--- src/mbe_pkg.sv ---
// Shared types, constants and helpers for the escape-time pixel core.
// No dependencies; every other file in src imports this package.
package mbe_pkg;

   localparam int COORD_W    = 12;
   localparam int DIM_W      = 13;
   localparam int LIMIT_W    = 12;
   localparam int COUNT_W    = 13;
   localparam int FIX_W      = 32;
   localparam int DIV_W      = 50;
   localparam int DIVISOR_W  = 13;
   localparam int DIV_CNT_W  = 6;
   localparam int WIDE_W     = 52;
   localparam int MAX_DIMENSION = 4096;

   // |z|^2 escape bound, 4.0 on Q8.56 squared magnitudes
   localparam logic [63:0] ESCAPE = 64'h0400_0000_0000_0000;

   typedef enum logic [2:0] {
      REG_IMAGE_WIDTH  = 3'd0,
      REG_IMAGE_HEIGHT = 3'd1,
      REG_ITER_LIMIT   = 3'd2,
      REG_ZOOM_SCALE   = 3'd3,
      REG_OFFSET_X     = 3'd4,
      REG_OFFSET_Y     = 3'd5
   } reg_index_type;

   typedef struct packed {
      logic [COORD_W-1:0]     col;
      logic [COORD_W-1:0]     row;
      logic signed [FIX_W-1:0] cr;
      logic signed [FIX_W-1:0] ci;
   } pix_type;

   typedef struct packed {
      logic                 start;
      logic [DIV_W-1:0]     dividend;
      logic [DIVISOR_W-1:0] divisor;
   } div_req_type;

   typedef enum logic [2:0] {
      F_IDLE, F_MUL, F_SUM, F_DIV, F_WAIT, F_FIX, F_PUSH
   } front_state_type;

   typedef enum logic [2:0] {
      B_IDLE, B_SQ, B_CHK, B_GRAY, B_DIVW, B_OUT
   } back_state_type;

   // Saturate a wide signed value to signed 32 bit.
   function automatic logic signed [FIX_W-1:0] sat32(input logic signed [WIDE_W-1:0] v);
      logic signed [WIDE_W-1:0] hi;
      logic signed [WIDE_W-1:0] lo;
      hi = WIDE_W'(32'sh7FFF_FFFF);
      lo = -hi - WIDE_W'(1);
      if (v > hi) return 32'sh7FFF_FFFF;
      else if (v < lo) return 32'sh8000_0000;
      else return v[FIX_W-1:0];
   endfunction

   // Zero and oversize dimensions map to 1 and MAX_DIMENSION.
   function automatic logic [DIM_W-1:0] clamp_dim(input logic [DIM_W-1:0] n);
      if (n == '0) return DIM_W'(1);
      else if (n > DIM_W'(MAX_DIMENSION)) return DIM_W'(MAX_DIMENSION);
      else return n;
   endfunction

endpackage

--- src/mbe_div.sv ---
// Restoring unsigned divider, one quotient bit per cycle.
// Depends on mbe_pkg for widths and the request struct.
module mbe_div (
   input  logic                        clock,
   input  logic                        reset,
   input  mbe_pkg::div_req_type        req,
   output logic                        done,
   output logic [mbe_pkg::DIV_W-1:0]   quotient
);
   import mbe_pkg::*;

   logic [DIVISOR_W:0]   rem_ff, rem_in;
   logic [DIV_W-1:0]     quo_ff, quo_in;
   logic [DIVISOR_W-1:0] dsr_ff, dsr_in;
   logic [DIV_CNT_W-1:0] cnt_ff, cnt_in;
   logic                 run_ff, run_in;
   logic                 done_ff, done_in;
   logic [DIVISOR_W:0]   trial;
   logic                 fits;

   always_comb begin
      trial  = {rem_ff[DIVISOR_W-1:0], quo_ff[DIV_W-1]};
      fits   = trial >= {1'b0, dsr_ff};
      rem_in = rem_ff;
      quo_in = quo_ff;
      dsr_in = dsr_ff;
      cnt_in = cnt_ff;
      run_in = run_ff;
      done_in = 1'b0;
      if (req.start) begin
         rem_in = '0;
         quo_in = req.dividend;
         dsr_in = req.divisor;
         cnt_in = DIV_CNT_W'(DIV_W);
         run_in = 1'b1;
      end else if (run_ff) begin
         rem_in = fits ? trial - {1'b0, dsr_ff} : trial;
         quo_in = {quo_ff[DIV_W-2:0], fits};
         cnt_in = cnt_ff - DIV_CNT_W'(1);
         if (cnt_ff == DIV_CNT_W'(1)) begin
            run_in  = 1'b0;
            done_in = 1'b1;
         end
      end
   end

   always_ff @(posedge clock) begin
      rem_ff <= rem_in;
      quo_ff <= quo_in;
      dsr_ff <= dsr_in;
      cnt_ff <= cnt_in;
      if (reset) begin
         run_ff  <= 1'b0;
         done_ff <= 1'b0;
      end else begin
         run_ff  <= run_in;
         done_ff <= done_in;
      end
   end

   assign done     = done_ff;
   assign quotient = quo_ff;

endmodule

--- src/mbe_front.sv ---
// Front end: accepts a pixel, maps column and row to a Q4.28 point.
// Depends on mbe_pkg and mbe_div (shared by both axes).
module mbe_front (
   input  logic                         clock,
   input  logic                         reset,
   input  logic                         req_tvalid,
   output logic                         req_tready,
   input  logic [23:0]                  req_tdata,
   input  logic [mbe_pkg::DIM_W-1:0]    image_width,
   input  logic [mbe_pkg::DIM_W-1:0]    image_height,
   input  logic [mbe_pkg::FIX_W-1:0]    zoom_scale,
   input  logic signed [mbe_pkg::FIX_W-1:0] offset_x,
   input  logic signed [mbe_pkg::FIX_W-1:0] offset_y,
   output logic                         push,
   output mbe_pkg::pix_type             push_data,
   input  logic                         full
);
   import mbe_pkg::*;

   front_state_type state_ff, state_in;
   logic [COORD_W-1:0]       col_ff, col_in, row_ff, row_in;
   logic                     ax_ff, ax_in;
   logic signed [45:0]       prod_ff, prod_in;
   logic signed [50:0]       num_ff, num_in;
   logic signed [WIDE_W-1:0] q_ff, q_in;
   logic signed [FIX_W-1:0]  cr_ff, cr_in, ci_ff, ci_in;
   div_req_type              dreq;
   logic                     ddone;
   logic [DIV_W-1:0]         dquo;
   logic [COORD_W-1:0]       p_sel;
   logic [DIM_W-1:0]         n_sel;
   logic signed [FIX_W-1:0]  off_sel;
   logic signed [DIM_W:0]    d;
   logic signed [50:0]       mag;
   logic signed [FIX_W-1:0]  res;
   logic signed [WIDE_W-1:0] shift;

   mbe_div u_div (.clock(clock), .reset(reset), .req(dreq), .done(ddone), .quotient(dquo));

   always_comb begin
      p_sel   = ax_ff ? row_ff : col_ff;
      n_sel   = clamp_dim(ax_ff ? image_height : image_width);
      off_sel = ax_ff ? offset_y : offset_x;
      d       = signed'({2'b0, p_sel}) - signed'({2'b0, n_sel[DIM_W-1:1]});
      shift   = ax_ff ? (WIDE_W'(1) <<< 27) : (WIDE_W'(3) <<< 27);
      mag     = num_ff[50] ? -num_ff : num_ff;
      res     = sat32(q_ff - shift);

      state_in = state_ff;
      col_in = col_ff;
      row_in = row_ff;
      ax_in  = ax_ff;
      prod_in = prod_ff;
      num_in  = num_ff;
      q_in    = q_ff;
      cr_in   = cr_ff;
      ci_in   = ci_ff;
      dreq.start    = 1'b0;
      dreq.dividend = mag[DIV_W-1:0];
      dreq.divisor  = n_sel;
      push = 1'b0;
      req_tready = 1'b0;

      unique case (state_ff)
         F_IDLE: begin
            req_tready = 1'b1;
            if (req_tvalid) begin
               col_in = req_tdata[11:0];
               row_in = req_tdata[23:12];
               ax_in  = 1'b0;
               state_in = F_MUL;
            end
         end
         F_MUL: begin
            prod_in  = 46'(d) * 46'(signed'({1'b0, zoom_scale}));
            state_in = F_SUM;
         end
         F_SUM: begin
            num_in   = (51'(prod_ff) <<< 4) + (51'(off_sel) <<< 12);
            state_in = F_DIV;
         end
         F_DIV: begin
            dreq.start = 1'b1;
            state_in   = F_WAIT;
         end
         F_WAIT: begin
            if (ddone) begin
               q_in = num_ff[50] ? -signed'({2'b0, dquo}) : signed'({2'b0, dquo});
               state_in = F_FIX;
            end
         end
         F_FIX: begin
            if (ax_ff) begin
               ci_in    = res;
               state_in = F_PUSH;
            end else begin
               cr_in    = res;
               ax_in    = 1'b1;
               state_in = F_MUL;
            end
         end
         F_PUSH: begin
            if (!full) begin
               push     = 1'b1;
               state_in = F_IDLE;
            end
         end
         default: state_in = F_IDLE;
      endcase

      push_data.col = col_ff;
      push_data.row = row_ff;
      push_data.cr  = cr_ff;
      push_data.ci  = ci_ff;
   end

   always_ff @(posedge clock) begin
      col_ff <= col_in;
      row_ff <= row_in;
      ax_ff  <= ax_in;
      prod_ff <= prod_in;
      num_ff  <= num_in;
      q_ff    <= q_in;
      cr_ff   <= cr_in;
      ci_ff   <= ci_in;
      if (reset) state_ff <= F_IDLE;
      else state_ff <= state_in;
   end

endmodule

--- config.mk ---
export PLATFORM = sky130hd
export DESIGN_NAME = mbe_front
export DESIGN_NICKNAME = d
export VERILOG_FILES = /design/src/mbe_pkg.sv /design/src/mbe_div.sv /design/src/mbe_front.sv
export SDC_FILE = /design/constraint.sdc
export NUM_CORES = 2
export LEC_CHECK = 0
export BUFFER_PORTS_ARGS = -buffer_cell sky130_fd_sc_hd__clkbuf_2
export CORE_AREA = 2 2 252 254
export CTS_BUF_LIST = sky130_fd_sc_hd__clkbuf_8
export CTS_CLUSTER_SIZE = 8
export DETAILED_ROUTE_END_ITERATION = 7
export DIE_AREA = 0 0 254 256
export GPL_TIMING_DRIVEN = 0
export PLACE_DENSITY_LB_ADDON = 0.2
export SLEW_MARGIN = 20
export SYNTH_ARGS = -nofsm -noshare
export SYNTH_HDL_FRONTEND = slang
export SYNTH_SLANG_ARGS = --single-unit
--- constraint.sdc ---
create_clock -name clock -period 18.6 [get_ports clock]
set_clock_uncertainty 0.2 [all_clocks]
set_input_delay 3.72 -clock clock [delete_from_list [all_inputs] [get_ports clock]]
set_output_delay 3.72 -clock clock [all_outputs]
set_load 0.02 [all_outputs]
# Word-level counts from Yosys, hierarchy flattened
# Index checks and enable logic that the tools add are counted.
# Widths: inputs -> output; s select.
# op_classes
div	0
multipliers	1
muxes	28
bitwise_logic	2
addsub	7
n_eq_ne	10
shift	0
reduce_logical	11
order_cmp	4
# op_table
cell	n
$mux 50	4
$mux 32	3
$gt 52x32->1 const B	1
$lt 52x32->1 const B	1
$mux 13	4
$neg 50->52	1
$sub 52x30->52	1
$add 50x44->51	1
$neg 50->50	1
$mul 13x33->46	1
$mux 29	1
$pmux 3 s7	1
$ge 14x13->1	1
$gt 13x13->1 const B	1
$logic_not 13->1	1
$sub 12x12->13	1
$sub 13x13->13	1
$mux 12	1
$mux 3	4
$reduce_and 2->1	5
$eq 3x3->1 const B	3
$mux 1	9
$eq 3x2->1 const B	2
$eq 6x1->1 const B	1
other kinds (10)	13
# word_totals
romBits	0
latchBits	0
in_bits	150
regBits	325
ram_bits	0
word_cells	80
n_memories	0

# Logic depth before layout (Yosys ltp)
# depth
depth_word	6
ltp_mapped	39
mapped_depth_nobuf	38

# Cells and area by module
# From an unflattened synthesis, not the netlist that was laid out.
# hier_totals
cells_unflattened	3038
hier_area_um2	31372.6
# modules_own_cells
mod	seq_area_each_um2	instances	area_each_um2	cells_per_inst
mbe_front	7086.8	1	27197.3	2706
mbe_div	2312.2	1	4175.3	332

# Worst setup path before layout
# No wires, ideal clock.
# synth_path
kind	input to register
startpoint	input image_height[4] in the netlist's numbering
endpoint	register prod_ff[33], data pin
setup_time_ns	0.265
path_stages	38
required_ns	18.135
n_path_buf	2
path_slack_ns	5.312
arrival_ns	12.823
cell_sequence	or4_1 nor4_1 nand4b_1 nand3_1 inv_1 nor2_1 nand2_1 ha_1 nor2b_1 o21ai_0 a21boi_0 o21a_1 o21ai_0 a21oi_1 nor2_1 a211o_1 clkbuf_1 clkbuf_1 [... 2 more ...] fa_1 inv_1 fa_1 fa_1 fa_1 inv_1 fa_1 inv_1 ha_1 a21oi_1 o211ai_1 a221oi_1 a21oi_1 or2_2 a21o_1 o31ai_1 o21ai_0 xor2_1
# synth_via
elab_chain_len	6
word_cells_on_any_way	7
cone_classes	1 x add/sub; 1 x mul; 1 x order compare; 3 x mux; 1 x reduce/logical
# synth_rtl
item	line	source
start, declared	mbe_front.sv:10	input logic [mbe_pkg::DIM_W-1:0] image_height,
$mux 13 (*)	mbe_front.sv:42	n_sel = clamp_dim(ax_ff ? image_height : image_width);
$gt 13x13->1	mbe_pkg.sv:63	else if (n > DIM_W'(MAX_DIMENSION)) return DIM_W'(MAX_DIMENSION);
$mux 13	mbe_pkg.sv:63	
$mux 13 (*)	mbe_pkg.sv:62	if (n == '0) return DIM_W'(1);
$sub 12x12->13 (*)	mbe_front.sv:44	d = signed'({2'b0, p_sel}) - signed'({2'b0, n_sel[DIM_W-1:1]});
$mul 13x33->46 (*)	mbe_front.sv:75	prod_in = 46'(d) * 46'(signed'({1'b0, zoom_scale}));
end signal, assigned	mbe_front.sv:121	prod_ff <= prod_in;
end, declared	mbe_front.sv:23	logic signed [45:0] prod_ff, prod_in;
# Mark *: on every way between the ends. The rest lies on a longest branch, timed or not.
# A chain may end at the register's enable or synchronous reset.

# Worst setup path after layout
# layout_path
startpoint	input image_height[4] in the netlist's numbering
endpoint	register prod_ff[43], data pin
# The elaborated chain is that of the path after synthesis.

==> flow_summary_export.csv <==
group,metric,value,unit
synth,synth.most_common_cell,"nand2_1",
cts,numCtsBuffers,52,
min_path,whs_path_depth,0,
die,dieArea,0.0650,sq mm
critical_path,cpPeakStageDelay,0.98,ns
critical_path,critPathKind,"in -> reg",
synth,yosys-top-cells-count,"414 x nand2_1, 334 x fa_1, 328 x inv_1, 297 x edfxtp_1, 204 x ha_1",
synth,ys_types,72,
place,place_ws,3.14,ns
cells_and_area,multi_input_comb_area,0.0198,sq mm
timing,tightest_slew,1.16,ns
cts,clock-root-buffer,"clkbuf_8",
cells_and_area,num-nets-final,4062,
synth,synthTopCellsByArea,"edfxtp_1 29%, fa_1 22%, ha_1 8.2%, nand2_1 5.0%, inv_1 4.0%",
route,drt-total-wl,83.3,mm
critical_path,reg2reg_from,"ax_ff",
timing,final-setup-viol-count,0,
synth,synth_nets,3759,
cts,holdBufCountCts,0,
synth,yosys.area.top_type,"edfxtp_1",
die,rows,92,
critical_path,reg2regPathDepth,35,
critical_path,critPathCaptureType,"flip-flop",
cells_and_area,drive_gt1_share,12.7,%
timing,maxSlewViolCount,0,
die,die_x,254,um
cts,cts.reportedPaths.clkPinSlew,0.05,ns
timing,layout_min_cycle_time,14.97,ns
die,dieHeight,256,um
critical_path,rrSetupSlack,5.79,ns
cts,clkSinkCount,321,
timing,hold_violations,0,
place,post_dp_cell_area,0.0334,sq mm
die,initial_core_util,49.6,%
synth,async_flop_share,0,%
synth,synth_edf_count,297,
timing,setup_slack,3.63,ns
route,drtPass1Iterations,5,
critical_path,worst_path_most_repeated_cell,"fa_1",
cells_and_area,area_delta_synth_final,11.1,%
die,io_pins,240,
timing,min_period_over_period,80.5,%
cts,cts_resized,0,
cts,clk_latency,0.63,ns
critical_path,required,18.75,ns
cells_and_area,design_area,0.0344,sq mm
global_route,grtUsageTotal,25.8,%
global_route,antenna_found_initial,2,
cells_and_area,fillers,5646,
critical_path,path_max_fanout,10,
cts,post_cts_buffers,0,
global_route,grt_max_degree,35,
cts,cts.path.max_buffers,3,
route,ant_nets,0,
cts,cts_tree,"yes",
critical_path,crit_arrival,15.12,ns
die,core,0.0624,sq mm
min_path,hold_end,"num_ff[11]",
timing,finalHoldWorstSlack,0.218,ns
synth,postSynthCellCount,3071,
synth,syn_area_per_cell,10.1,sq um
timing,rsz0062_at_grt,"false",
route,routed_via_density,5.46,
timing,slew_headroom,22.9,%
run,max_cap_violations,0,
route,avgRoutedWirePerCell,19.6,um
synth,synth.cell_area,0.0310,sq mm
synth,synth-seq-area-share,30.4,%
route,drt_iter0_drc,1424,
synth,synth.top_cell.area_share,28.8,%
status,status,"completed",
min_path,hold_class,"reg -> reg",
synth,synthFlopType,"edfxtp_1",
cts,h-tree-depth,2,
global_route,grt_pass1_wl,130,mm
critical_path,critPathLaunchType,"primary input",
place,place.gp.congestion,0.946,
critical_path,r2r_end,"prod_ff[43]",
critical_path,slowest_stage,"a221oi_1",
route,remaining_drc_errors,0,
place,port_buffers,239,
synth,ys_ff_latch,321,
global_route,globalRouteOverflowTotal,0,
global_route,grt_pass1_vias,24000,
timing,setup_tns,0,ns
timing,fmax,66.8,MHz
cells_and_area,seq_area,0.00940,sq mm
route,num_vias,23200,
place,detailed_place_hpwl,67.8,mm
min_path,worstHoldStart,"prod_ff[7]",
synth,ys_warn_count,0,
[final cells by class]
class | count | area share, %
Clock inverter | 34 | 0.473
Inverter | 328 | 3.58
Buffer | 149 | 1.64
Multi-Input combinational cell | 2273 | 57.6
Antenna cell | 1 | 0.00727
Tap cell | 846 | 3.08
Sequential cell | 321 | 27.3
Clock buffer | 58 | 2.32
Timing Repair Buffer | 249 | 3.93
[state kept, by name, indices dropped and copies added, names as in the netlist]
name,count
ci_ff,32
u_div.done,1
ax_ff,1
num_ff,47
u_div.run_ff,1
u_div.quotient,50
u_div.rem_ff,13
col_ff,12
row_ff,12
q_ff,52
prod_ff,46
u_div.cnt_ff,6
u_div.dsr_ff,13
state_ff,3
cr_ff,32
[how the worst max path moves through the flow]
stage	startpoint	end	slack, ns	cells after the start
2_1_floorplan	image_height[4]	prod_ff[33]	5.31	38
3_3_place_gp	image_height[4]	prod_ff[41]	3.19	38
3_5_place_dp	image_height[4]	prod_ff[43]	3.14	38
4_1_cts	image_height[4]	prod_ff[43]	3.76	38
5_1_grt	image_height[4]	prod_ff[43]	3.17	38
6_report	image_height[4]	prod_ff[43]	3.63	39
[critical path: cells and delay by family]
| family | cells | cell delay, ns |
|---|---|---|
| compound gates | 13 | 3.63 |
| xor+xnor | 1 | 0.06 |
| fa+ha+maj | 8 | 3.86 |
| buf+inv | 7 | 1.36 |
| mux | 1 | 0.44 |
| simple gates | 9 | 2.04 |
[kinds of logic after synthesis]
group | share of synthesized area, %
adders and majority gates | 29.8
buffers and inverters | 5.80
muxes | 3.58
xor gates and xnor gates | 5.54
and+or+nand+nor | 14.8
DFF | 30.4
AOI/OAI and AO/OA | 10.1
[metrics by stage]
step                      std cells  util (%)
after floorplan                3071         -
after global placement         4156      53.2
after detailed placement       4166      53.6
after CTS                      4258      55.1
after global routing           4259      55.1
final                          4259      55.1
[cell usage in the layout (no fill, tap or decap), types with 14 or more instances in the layout]
cell type	Yosys	layout
a21o_1	39	39
a21oi_1	130	130
and2_1	78	77
clkbuf_1	144	143
clkbuf_2	0	240
clkbuf_8	0	58
dfxtp_1	24	24
edfxtp_1	297	297
fa_1	334	334
ha_1	204	204
inv_1	328	347
mux2_2	63	63
mux2i_1	40	40
nand2_1	414	414
nand2b_1	89	88
nand3_1	29	29
nand4_1	21	21
nor2_1	101	97
nor2b_1	58	58
nor3_1	35	34
nor4_1	20	20
o21a_1	48	48
o21ai_0	155	155
o31ai_1	26	26
o41ai_1	14	14
or2_2	24	24
or3_1	21	21
or4_1	16	16
xnor2_1	127	125
xor2_1	69	68
[metal layers]
layer | part of all wire [%] | global-route usage (%) | up-vias
li1 | - | - | 11000
met1 | 41 | 32.5 | 11300
met2 | 49 | 44.3 | 763
met3 | 5.2 | 3.25 | 192
met4 | 4.8 | 11.5 | 0
met5 | 0 | 0 | -
Power is left out: the tool's default activity adds up to more than one toggle a clock period on the data nets, which glitch-free logic cannot reach.
