File: config.mk
export PLATFORM = sky130hd
export DESIGN_NAME = mbe_fifo
export DESIGN_NICKNAME = d
export VERILOG_FILES = /design/src/mbe_pkg.sv /design/src/mbe_fifo.sv
export SDC_FILE = /design/constraint.sdc
export NUM_CORES = 1
export LEC_CHECK = 0
export ABC_AREA = 1
export BUFFER_PORTS_ARGS = -buffer_cell sky130_fd_sc_hd__buf_4
export CELL_PAD_IN_SITES_DETAIL_PLACEMENT = 0
export CELL_PAD_IN_SITES_GLOBAL_PLACEMENT = 2
export CORE_AREA = 2 2 151 124
export CTS_CLUSTER_DIAMETER = 30
export DETAILED_ROUTE_END_ITERATION = 12
export DIE_AREA = 0 0 153 126
export MAX_ROUTING_LAYER = met4
export PLACE_DENSITY_LB_ADDON = 0.08
export SLEW_MARGIN = 20
export SYNTH_ARGS = -nofsm -noshare
export SYNTH_HDL_FRONTEND = slang
export SYNTH_SLANG_ARGS = --single-unit
File: constraint.sdc
create_clock -name clock -period 6.61 [get_ports clock]
set_clock_uncertainty 0.15 [all_clocks]
set_input_delay 0.661 -clock clock [delete_from_list [all_inputs] [get_ports clock]]
set_output_delay 0.661 -clock clock [all_outputs]
set_load 0.02 [all_outputs]
File: src/mbe_pkg.sv
// Shared types, constants and helpers for the escape-time pixel core.
// No dependencies; every other file in src imports this package.
package mbe_pkg;

   localparam int COORD_W    = 12;
   localparam int DIM_W      = 13;
   localparam int LIMIT_W    = 12;
   localparam int COUNT_W    = 13;
   localparam int FIX_W      = 32;
   localparam int DIV_W      = 50;
   localparam int DIVISOR_W  = 13;
   localparam int DIV_CNT_W  = 6;
   localparam int WIDE_W     = 52;
   localparam int MAX_DIMENSION = 4096;

   // |z|^2 escape bound, 4.0 on Q8.56 squared magnitudes
   localparam logic [63:0] ESCAPE = 64'h0400_0000_0000_0000;

   typedef enum logic [2:0] {
      REG_IMAGE_WIDTH  = 3'd0,
      REG_IMAGE_HEIGHT = 3'd1,
      REG_ITER_LIMIT   = 3'd2,
      REG_ZOOM_SCALE   = 3'd3,
      REG_OFFSET_X     = 3'd4,
      REG_OFFSET_Y     = 3'd5
   } reg_index_type;

   typedef struct packed {
      logic [COORD_W-1:0]     col;
      logic [COORD_W-1:0]     row;
      logic signed [FIX_W-1:0] cr;
      logic signed [FIX_W-1:0] ci;
   } pix_type;

   typedef struct packed {
      logic                 start;
      logic [DIV_W-1:0]     dividend;
      logic [DIVISOR_W-1:0] divisor;
   } div_req_type;

   typedef enum logic [2:0] {
      F_IDLE, F_MUL, F_SUM, F_DIV, F_WAIT, F_FIX, F_PUSH
   } front_state_type;

   typedef enum logic [2:0] {
      B_IDLE, B_SQ, B_CHK, B_GRAY, B_DIVW, B_OUT
   } back_state_type;

   // Saturate a wide signed value to signed 32 bit.
   function automatic logic signed [FIX_W-1:0] sat32(input logic signed [WIDE_W-1:0] v);
      logic signed [WIDE_W-1:0] hi;
      logic signed [WIDE_W-1:0] lo;
      hi = WIDE_W'(32'sh7FFF_FFFF);
      lo = -hi - WIDE_W'(1);
      if (v > hi) return 32'sh7FFF_FFFF;
      else if (v < lo) return 32'sh8000_0000;
      else return v[FIX_W-1:0];
   endfunction

   // Zero and oversize dimensions map to 1 and MAX_DIMENSION.
   function automatic logic [DIM_W-1:0] clamp_dim(input logic [DIM_W-1:0] n);
      if (n == '0) return DIM_W'(1);
      else if (n > DIM_W'(MAX_DIMENSION)) return DIM_W'(MAX_DIMENSION);
      else return n;
   endfunction

endpackage

File: src/mbe_fifo.sv
// Two-entry queue of mapped pixels between front and back end.
// Depends on mbe_pkg for the entry type.
module mbe_fifo (
   input  logic             clock,
   input  logic             reset,
   input  logic             push,
   input  mbe_pkg::pix_type push_data,
   output logic             full,
   input  logic             pop,
   output mbe_pkg::pix_type pop_data,
   output logic             empty
);
   import mbe_pkg::*;

   pix_type    mem_ff [2];
   logic       wp_ff, rp_ff;
   logic [1:0] cnt_ff;

   assign full     = cnt_ff == 2'd2;
   assign empty    = cnt_ff == 2'd0;
   assign pop_data = mem_ff[rp_ff];

   always_ff @(posedge clock) begin
      if (push) mem_ff[wp_ff] <= push_data;
      if (reset) begin
         wp_ff  <= 1'b0;
         rp_ff  <= 1'b0;
         cnt_ff <= 2'd0;
      end else begin
         if (push) wp_ff <= ~wp_ff;
         if (pop) rp_ff <= ~rp_ff;
         cnt_ff <= cnt_ff + 2'(push) - 2'(pop);
      end
   end

endmodule

; Yosys cells after proc, flatten, opt, wreduce, memory -nomap -nowiden
; Memories as Yosys holds them, arrays and structs flattened. A register that Yosys moved wholly into a read port is not among the register bits.
; Cells that the tools add are included.
[totals]
ff_bits = 4
ramBits = 176
in_bits = 92
word_cells = 14
mem_count = 1
out_inout_bits = 90
[memory_table]
columns = name, depth, word_bits, read_ports, rd_ports_with_merged_regs, wr, line_no
row1 = mem_ff, 2, 88, 1, 1, 1, mbe_fifo.sv:15  ; pix_type mem_ff [2];
[op_classes]
n_eq_ne = 1
addsub = 2
muxes = 4
reduce_logical = 1
bitwise_logic = 2
[op_table]
columns = operator, count
row1 = two-way mux 1 bit, 4
row2 = adder 2 x 1 -> 2 bit, 1
row3 = "equality test 2 bit, second input constant", 1
row4 = logical NOT 2 bit, 1
row5 = inverter 1 bit, 2
row6 = subtractor 2 x 1 -> 2 bit, 1

; Logic depth before layout (Yosys ltp)
; Gate-level depths: netlist of run 1.
[depth]
depth_word = 3
ltp_mapped = 9
ltp_nobuf = 9

; Least setup slack after synthesis of run 1
; Ideal clock, no wire load.
[synth_path]
kind = input to register
startpoint = in push
endpoint = mem mem_ff[0][0] (netlist name) (enable)
path_buffers = 0
t_required_ns = 5.923
path_slack_ns = 1.536
arrival_time_ns = 4.386
setup_ns = 0.537
path_stages = 2
path_cell_list = inv_1 > nor2_1
[synth_between]
elab_chain_cells = 2
[synth_lines]
columns = element, line_no
row1 = start: declaration, mbe_fifo.sv:6  ; input logic push,
row2 = two-way mux 1 bit, mbe_fifo.sv:24  ; if (push) mem_ff[wp_ff] <= push_data;
row3 = two-way mux 1 bit (implied by the code), mbe_fifo.sv:24
row4 = end: declaration, mbe_fifo.sv:15
; No other way between the ends.

==> results.py, run 1 <==
metrics = {
    "clock_network": {
        "postCtsSetupBuffers": 0,
        "clkTransAtPathRegs_ns": 0.07,
        "cts_hold_buf": 0,
        "cts_resized": 0,
        "clock_latency_ns": 0.41,
        "clockBufferDepth": 2,
        "root_buffer": "clkbuf_16",
        "htreeDepth": 4,
        "cts_made_buffers": 17,
        "clock_sinks": 181,
        "cts_tree": "done",
    },
    "setup_path": {
        "setup.worst_path.end_class": "output port",
        "worst_ep_required_time_ns": 5.80,
        "worstPathArrival_ns": 2.54,
        "critPathLaunchType": "register",
        "crit_fanout": 51,
        "crit_type": "reg2out",
    },
    "timing": {
        "finalCriticalPeriod_ns": 3.35,
        "setup_violations": 0,
        "finalSetupTns_ns": 0,
        "rsz0062_at_grt": "false",
        "worst_pin_slew_ns": 0.753,
        "slew_violations": 0,
        "max_freq_mhz": 298,
        "max_slew_margin_pct": 49.8,
        "fin_crit_sh_pct": 50.7,
        "finalHoldViolations": 0,
    },
    "run": {
        "maxCapViolCount": 0,
    },
    "grt": {
        "grt_use_total_pct": 14.1,
        "grt_max_degree": 52,
        "grt_antenna_before_repair": 0,
        "grt_pass1_vias": 3579,
        "grt_first_pass_wirelength_mm": 19.7,
        "overflow": 0,
    },
    "yosys": {
        "synth.largest_area_cell": "edfxtp_1",
        "syn_area_um2": 6650,
        "synth_top_area_share_pct": 79.5,
        "avgSynthCellArea_um2": 21.8,
        "synth_nets": 399,
        "ys_seq_area_share_pct": 81.0,
        "yosysWarnings": 0,
        "synth_area_leaders": "edfxtp_1 79%, mux2_2 12%, mux2_4 4.5%",
        "synth_seq_cells": 181,
        "ys_types": 14,
        "synth_cells": 305,
    },
    "pwr": {
        "power_density_nw_per_um2": 303,
        "leakagePower_nw": 3.34,
        "total_power_w": 0.00267,
        "max-vdd-ir-drop_mv": 0.171,
    },
    "floorplan": {
        "die_h_um": 126,
        "row_count": 44,
        "boundaryPins": 182,
        "fp.dieW_um": 153,
        "start_util_pct": 37.4,
        "coreArea_um2": 17800,
        "fp.dieArea_um2": 19300,
    },
    "detailed_routing": {
        "vias_per_cell": 4.51,
        "drt-total-wl_mm": 13.0,
        "ant_nets": 0,
        "num_vias": 3345,
        "drc": 0,
        "dr.pass1.iters": 4,
        "drt_iter0_markers": 174,
        "wl_per_cell_um": 17.5,
    },
    "hold_path": {
        "hold_class": "in2reg",
    },
    "placed_design": {
        "place_inst": 710,
        "dpl.hpwl_mm": 8.38,
        "numPortBuffers": 181,
        "gp_congestion": 0.685,
    },
    "finish": {
        "n_antenna_cell": 0,
        "drive_above_1_share_pct": 59.9,
        "instances_no_fill": 741,
        "postLayoutCoreUtil_pct": 49.6,
        "final_nets": 593,
        "areaGrowthSynthToFinish_pct": 32.8,
        "fillers": 1547,
    },
    "status": {
        "status": "finished clean",
    },
}
[layout make-up]
cell class,instances,area (µm²),share of cell area [%]
multi-input combinational,106,1170,13.2
tap,230,288,3.26
sequential,181,5390,61.0
clock inverter,14,138,1.56
inverter,8,32.5,0.368
timing repair buffer,185,1390,15.7
clock buffer,17,425,4.82
[metal layers]
layer / up-vias / track usage, % / part of all wire [%]
met1: 1640 / 17.9 / 45
met5: - / - / 0
li1: 1579 / - / -
met2: 112 / 20.6 / 46
met3: 14 / 5.75 / 7.5
met4: 0 / 5.23 / 1.3
[final timing paths]
path / from / to / slack, ns / depth (start not counted)
setup / recovery: register / pop_data[10] / 3.26 / 3
hold / removal: push_data[53] / mem_ff[1][53] / 0.27 / 1
setup reg to reg: wp_ff / mem_ff[0][16] / 4.43 / 3
hold reg to reg: rp_ff / register / 0.36 / 2
[power breakdown]
part           switching (W)  total, W  internal [W]
Sequential         0.0000240   0.00135       0.00133
Combinational       0.000180  0.000355      0.000174
Clock               0.000414  0.000965      0.000551
Total               0.000618   0.00267       0.00205
[cell families (layout without fill, tap and decap cells)]
kind of cell,after synthesis,count (layout),synth area share (%)
xor+xnor,1,1,0.132
buf+inv,18,224,1.58
mux,88,88,16.0
flops,181,181,81.0
fa+ha+maj,2,2,0.376
compound gates,1,1,0.0752
simple gates,14,14,0.828
[sequential cells by signal, summed over array words and instances (netlist names), named ones only]
name	cells
wp_ff	1
cnt_ff	2
mem_ff	176
rp_ff	1
[synthesized netlist by cell type, drive strengths merged]
master,n
nor2,8
dfxtp,5
buf,10
mux2,88
edfxtp,176
a21oi,1
ha,2
nand3,1
nor3,1
nand2,4
xnor2,1
inv,8
[metrics by stage]
step           worst slack, ns  instance area (µm²)  hold WS (ns)
4_1_cts                   3.16                 8830         0.245
5_1_grt                   3.10                 8830         0.246
2_1_floorplan             1.54                 6650         0.330
6_report                  3.26                 8830         0.270
3_5_place_dp              3.64                 8270         0.345
3_3_place_gp              3.65                 8270         0.351
[critical path, cell delays in order (launching register included)]
cell and delay (ns):
dfxtp_4 0.74, buf_4 0.68, mux2_2 0.45, buf_4 0.17
[placed cells by master, fill, tap and decap left out]
cell	count
mux2_2	68
inv_1	7
nand3_1	1
clkinv_2	5
a21oi_1	1
nand2_1	4
nor3_1	1
buf_4	185
clkinv_4	2
ha_1	2
nor2_4	1
clkinv_1	1
clkbuf_16	17
dfxtp_1	4
xnor2_1	1
clkinvlp_4	3
inv_6	1
bufinv_16	2
dfxtp_4	1
mux2_4	20
edfxtp_1	176
inv_4	1
nor2_1	7
Power figures use the tool's default switching activity.
==> inputs of run 2 (changes only) <==
--- a/config.mk
+++ b/config.mk
@@ -9,10 +9,10 @@
 export BUFFER_PORTS_ARGS = -buffer_cell sky130_fd_sc_hd__buf_4
 export CELL_PAD_IN_SITES_DETAIL_PLACEMENT = 0
 export CELL_PAD_IN_SITES_GLOBAL_PLACEMENT = 2
-export CORE_AREA = 2 2 151 124
+export CORE_AREA = 2 2 160 131
 export CTS_CLUSTER_DIAMETER = 30
 export DETAILED_ROUTE_END_ITERATION = 12
-export DIE_AREA = 0 0 153 126
+export DIE_AREA = 0 0 162 133
 export MAX_ROUTING_LAYER = met4
 export PLACE_DENSITY_LB_ADDON = 0.08
 export SLEW_MARGIN = 20
==> constraint.sdc (replaced) <==
create_clock -name clock -period 3 [get_ports clock]
set_clock_uncertainty 0.15 [all_clocks]
set_input_delay 0.3 -clock clock [delete_from_list [all_inputs] [get_ports clock]]
set_output_delay 0.3 -clock clock [all_outputs]
set_load 0.02 [all_outputs]
==> results.py, run 2 (synthesized netlist as in run 1, its figures left out) <==
metrics = {
    "grt": {
        "grt_use_total_pct": 13.6,
        "grt_first_pass_wirelength_mm": 21.1,
        "grt_antenna_before_repair": 0,
        "grt_pass1_vias": 3864,
        "overflow": 0,
        "grt_max_degree": 52,
    },
    "finish": {
        "instances_no_fill": 871,
        "drive_above_1_share_pct": 50.8,
        "largest_reg_flops": 176,
        "n_antenna_cell": 0,
        "areaGrowthSynthToFinish_pct": 48.2,
        "largest_register": "mem_ff",
        "final_nets": 686,
        "final_common_cell": "buf_4",
        "final_cell_mix": "184 x buf_4, 176 x edfxtp_1, 91 x dlygate4sd3_1",
        "layout_top_registers": "mem_ff: 176 flops, cnt_ff: 2 flops",
        "fillers": 1766,
    },
    "setup_path": {
        "setup.worst_path.end_class": "output port",
        "worstPathArrival_ns": 1.95,
        "crit_type": "reg2out",
        "r2r_setup_slack_ns": 1.17,
        "crit_fanout": 27,
        "critPathLaunchType": "register",
        "worst_ep_required_time_ns": 2.55,
    },
    "clock_network": {
        "htreeDepth": 4,
        "cts_made_buffers": 17,
        "clock_latency_ns": 0.41,
        "clock_sinks": 181,
        "root_buffer": "clkbuf_16",
        "clkTransAtPathRegs_ns": 0.06,
        "cts_tree": "done",
        "clockBufferDepth": 2,
        "cts_resized": 0,
    },
    "placed_design": {
        "gp_congestion": 0.721,
        "numPortBuffers": 181,
        "dpl.hpwl_mm": 8.85,
        "place_inst": 751,
        "pre_cts_ws_ns": 1.02,
    },
    "pwr": {
        "power_density_nw_per_um2": 616,
        "leakagePower_nw": 3.75,
        "max-vdd-ir-drop_mv": 0.330,
        "total_power_w": 0.00608,
    },
    "floorplan": {
        "row_count": 47,
        "boundaryPins": 182,
        "start_util_pct": 33.1,
        "fp.dieArea_um2": 21500,
        "fp.dieW_um": 162,
        "die_h_um": 133,
        "coreArea_um2": 20100,
    },
    "timing": {
        "finalCriticalPeriod_ns": 2.40,
        "max_slew_margin_pct": 61.1,
        "finalSetupTns_ns": 0,
        "max_freq_mhz": 417,
        "worst_pin_slew_ns": 0.584,
        "fin_ws_ns": 0.604,
        "finalHoldViolations": 0,
        "slew_violations": 0,
        "rsz0062_at_grt": "false",
        "fin_crit_sh_pct": 79.9,
        "setup_violations": 0,
    },
    "detailed_routing": {
        "drt-total-wl_mm": 13.7,
        "wl_per_cell_um": 15.7,
        "drc": 0,
        "vias_per_cell": 4.20,
        "dr.pass1.iters": 4,
        "ant_nets": 0,
        "num_vias": 3658,
        "drt_iter0_markers": 174,
    },
    "run": {
        "maxCapViolCount": 0,
    },
    "status": {
        "status": "finished clean",
    },
    "hold_path": {
        "hold_class": "in2reg",
    },
}
## run 2: layout make-up
type                            count  area, µm²  area share (%)
Multi-Input combinational cell    106       1170            11.8
Clock inverter                     12        154            1.56
Clock buffer                       17        425            4.32
Tap cell                          269        337            3.41
Timing Repair Buffer              278       2350            23.9
Inverter                            8       32.5           0.330
Sequential cell                   181       5390            54.7
## run 2: critical path, cell delays in order (launching register included)
cell and delay, ns:
dfxtp_4 0.52, buf_4 0.44, mux2_2 0.40, buf_4 0.16
## run 2: power breakdown
part	switching, W	internal [W]	total [W]
Combinational	0.000435	0.000471	0.000907
Sequential	0.0000413	0.00293	0.00297
Clock	0.000903	0.00130	0.00220
## run 2: worst paths after layout
check             depth (start not counted)     start            end
hold / removal                            3      push          wp_ff
hold reg to reg                           2     rp_ff          rp_ff
setup reg to reg                          3     wp_ff  mem_ff[1][17]
setup / recovery                          3  register   pop_data[52]
## run 2: layer usage
layer	vias to the layer above	part of all wire (%)	global-route usage, %
met5	-	0	-
met4	0	1.1	4.28
met3	10	6.4	4.36
met2	119	47	20.9
met1	1769	45	17.1
li1	1760	-	-
## run 2: repair_timing
action / 4_1_cts / 5_1_grt
endpoints found under the hold margin: 181 / 0
setup buffers: 0 / 0
hold buffers: 91 / 0
## run 2: stage by stage
step / util (%) / hold WS [ns] / area (µm²)
floorplan: - / 0.221 / 6660
global placement: 41.6 / 0.335 / 8370
detailed placement: 41.6 / 0.338 / 8370
CTS: 49.0 / 0.0247 / 9860
global route: 49.0 / 0.0713 / 9860
finish: 49.0 / 0.0474 / 9860
==> inputs of run 3 (changes only) <==
--- a/config.mk
+++ b/config.mk
@@ -9,10 +9,10 @@
 export BUFFER_PORTS_ARGS = -buffer_cell sky130_fd_sc_hd__buf_4
 export CELL_PAD_IN_SITES_DETAIL_PLACEMENT = 0
 export CELL_PAD_IN_SITES_GLOBAL_PLACEMENT = 2
-export CORE_AREA = 2 2 160 131
+export CORE_AREA = 2 2 151 124
 export CTS_CLUSTER_DIAMETER = 30
 export DETAILED_ROUTE_END_ITERATION = 12
-export DIE_AREA = 0 0 162 133
+export DIE_AREA = 0 0 153 126
 export MAX_ROUTING_LAYER = met4
 export PLACE_DENSITY_LB_ADDON = 0.08
 export SLEW_MARGIN = 20
==> constraint.sdc (replaced) <==
create_clock -name clock -period 2.5 [get_ports clock]
set_clock_uncertainty 0.15 [all_clocks]
set_input_delay 0.25 -clock clock [delete_from_list [all_inputs] [get_ports clock]]
set_output_delay 0.25 -clock clock [all_outputs]
set_load 0.02 [all_outputs]
==> results.py, run 3 (synthesized netlist as in run 1, its figures left out) <==
metrics = {
    "status": {
        "status": "finished clean",
    },
    "setup_path": {
        "reg2reg_depth": 3,
        "critPathLaunchType": "register",
        "worstPathCellList": "buf_12, mux2_2, buf_4",
        "reg2reg_to": "mem_ff[1][14]",
        "worst_ep_required_time_ns": 2.10,
        "crit_type": "reg2out",
        "cpMaxStageDelayCell": "dfxtp_4",
        "crit_fanout": 39,
        "endpoint": "pop_data[31]",
        "setup.worst_path.end_class": "output port",
        "r2r_start": "wp_ff",
        "worstPathArrival_ns": 1.78,
        "r2r_setup_slack_ns": 0.86,
        "max_stage_delay_ns": 0.50,
    },
    "finish": {
        "n_antenna_cell": 0,
        "instances_no_fill": 836,
        "largest_register": "mem_ff",
        "final_common_cell": "buf_4",
        "largest_reg_flops": 176,
        "drive_above_1_share_pct": 50.5,
        "final_nets": 687,
        "final_cell_mix": "184 x buf_4, 176 x edfxtp_1, 92 x dlygate4sd3_1",
        "layout_top_registers": "mem_ff: 176 flops, cnt_ff: 2 flops",
        "design_area_um2": 9800,
        "areaGrowthSynthToFinish_pct": 47.4,
    },
    "clock_network": {
        "clkTransAtPathRegs_ns": 0.06,
        "clockBufferDepth": 2,
        "cts_hold_buf": 92,
        "cts_tree": "done",
        "htreeDepth": 4,
        "cts_resized": 0,
        "root_buffer": "clkbuf_16",
        "cts_made_buffers": 17,
        "postCtsSetupBuffers": 0,
        "clock_latency_ns": 0.41,
        "clock_sinks": 181,
    },
    "floorplan": {
        "start_util_pct": 37.4,
        "coreArea_um2": 17800,
        "die_h_um": 126,
        "boundaryPins": 182,
        "fp.dieW_um": 153,
        "fp.dieArea_um2": 19300,
        "row_count": 44,
    },
    "timing": {
        "fin_crit_sh_pct": 87.2,
        "worst_pin_slew_ns": 0.655,
        "rsz0062_at_grt": "false",
        "setup_violations": 0,
        "finalSetupTns_ns": 0,
        "slew_violations": 0,
        "max_slew_margin_pct": 56.3,
        "finalHoldViolations": 0,
        "whs_ns": 0.400,
        "max_freq_mhz": 459,
        "finalCriticalPeriod_ns": 2.18,
    },
    "grt": {
        "grt_use_total_pct": 14.9,
        "grt_antenna_before_repair": 0,
        "grt_pass1_vias": 4070,
        "grt_max_degree": 59,
        "overflow": 0,
        "grt_first_pass_wirelength_mm": 21.0,
    },
    "detailed_routing": {
        "ant_nets": 0,
        "met1Wirelength_mm": 5.46,
        "met2_length_mm": 6.70,
        "drt-total-wl_mm": 13.3,
        "num_vias": 3710,
        "vias_per_cell": 4.44,
        "drc": 0,
        "wl_per_cell_um": 15.9,
        "highest_layer": "met4",
        "dr.pass1.iters": 4,
        "dr_wl_met3_um": 996,
        "drt_iter0_markers": 190,
    },
    "placed_design": {
        "gp_congestion": 0.715,
        "numPortBuffers": 181,
        "dpl.hpwl_mm": 8.46,
        "post_dp_cell_area_um2": 8320,
        "place_inst": 712,
    },
    "hold_path": {
        "hold_class": "reg2reg",
    },
    "pwr": {
        "total_power_w": 0.00719,
        "leakagePower_nw": 3.74,
        "max-vdd-ir-drop_mv": 0.460,
        "power_density_nw_per_um2": 733,
    },
    "run": {
        "maxCapViolCount": 0,
    },
}
## run 3: changes by cell type in the layout (fill, tap and decap cells not counted), sizes merged
cell,change
inv,-2
dlygate4sd3,+1
clkinvlp,+2
clkbuf,+1
bufinv,-1
clkinv,+3
## run 3: worst min path at each step
stage	from	endpoint	slack, ns	cells past startpoint
2_1_floorplan	reset	cnt_ff[0]	0.17	1
3_3_place_gp	push_data[46]	mem_ff[0][46]	0.28	1
3_5_place_dp	push_data[78]	mem_ff[1][78]	0.29	1
4_1_cts	push_data[21]	mem_ff[0][21]	0.37	2
5_1_grt	push_data[55]	mem_ff[1][55]	0.39	2
6_report	rp_ff	register	0.40	2
## run 3: layout make-up
type / instances / area [µm²]
fill: 1445 / 7980
sequential: 181 / 5390
timing repair buffer: 279 / 2360
multi-input combinational: 106 / 1170
clock buffer: 18 / 429
tap: 230 / 288
clock inverter: 14 / 135
inverter: 8 / 33.8
## run 3: routing by layer
layer  global-route usage, %  vias up
met3                    6.06       16
met4                    4.85        0
li1                        -     1768
met2                    24.6      111
met5                       -        -
met1                    16.6     1815
## run 3: power breakdown
group	switching, W	internal, W	total, W
clock	0.00108	0.00146	0.00254
sequential	0.0000481	0.00351	0.00356
combinational	0.000516	0.000568	0.00108
## run 3: per-stage QoR
stage	utilization, %	worst slack (ns)
3_5_place_dp	46.8	0.725
6_report	55.1	0.321
5_1_grt	55.1	0.234
3_3_place_gp	46.8	0.736
4_1_cts	55.1	0.259
2_1_floorplan	-	0.239
## run 3: worst max-delay path, delay by kind of cell (launching register included)
kind | cells | cell delay (ns)
DFF | 1 | 0.50
buffers and inverters | 2 | 0.47
muxes | 1 | 0.38
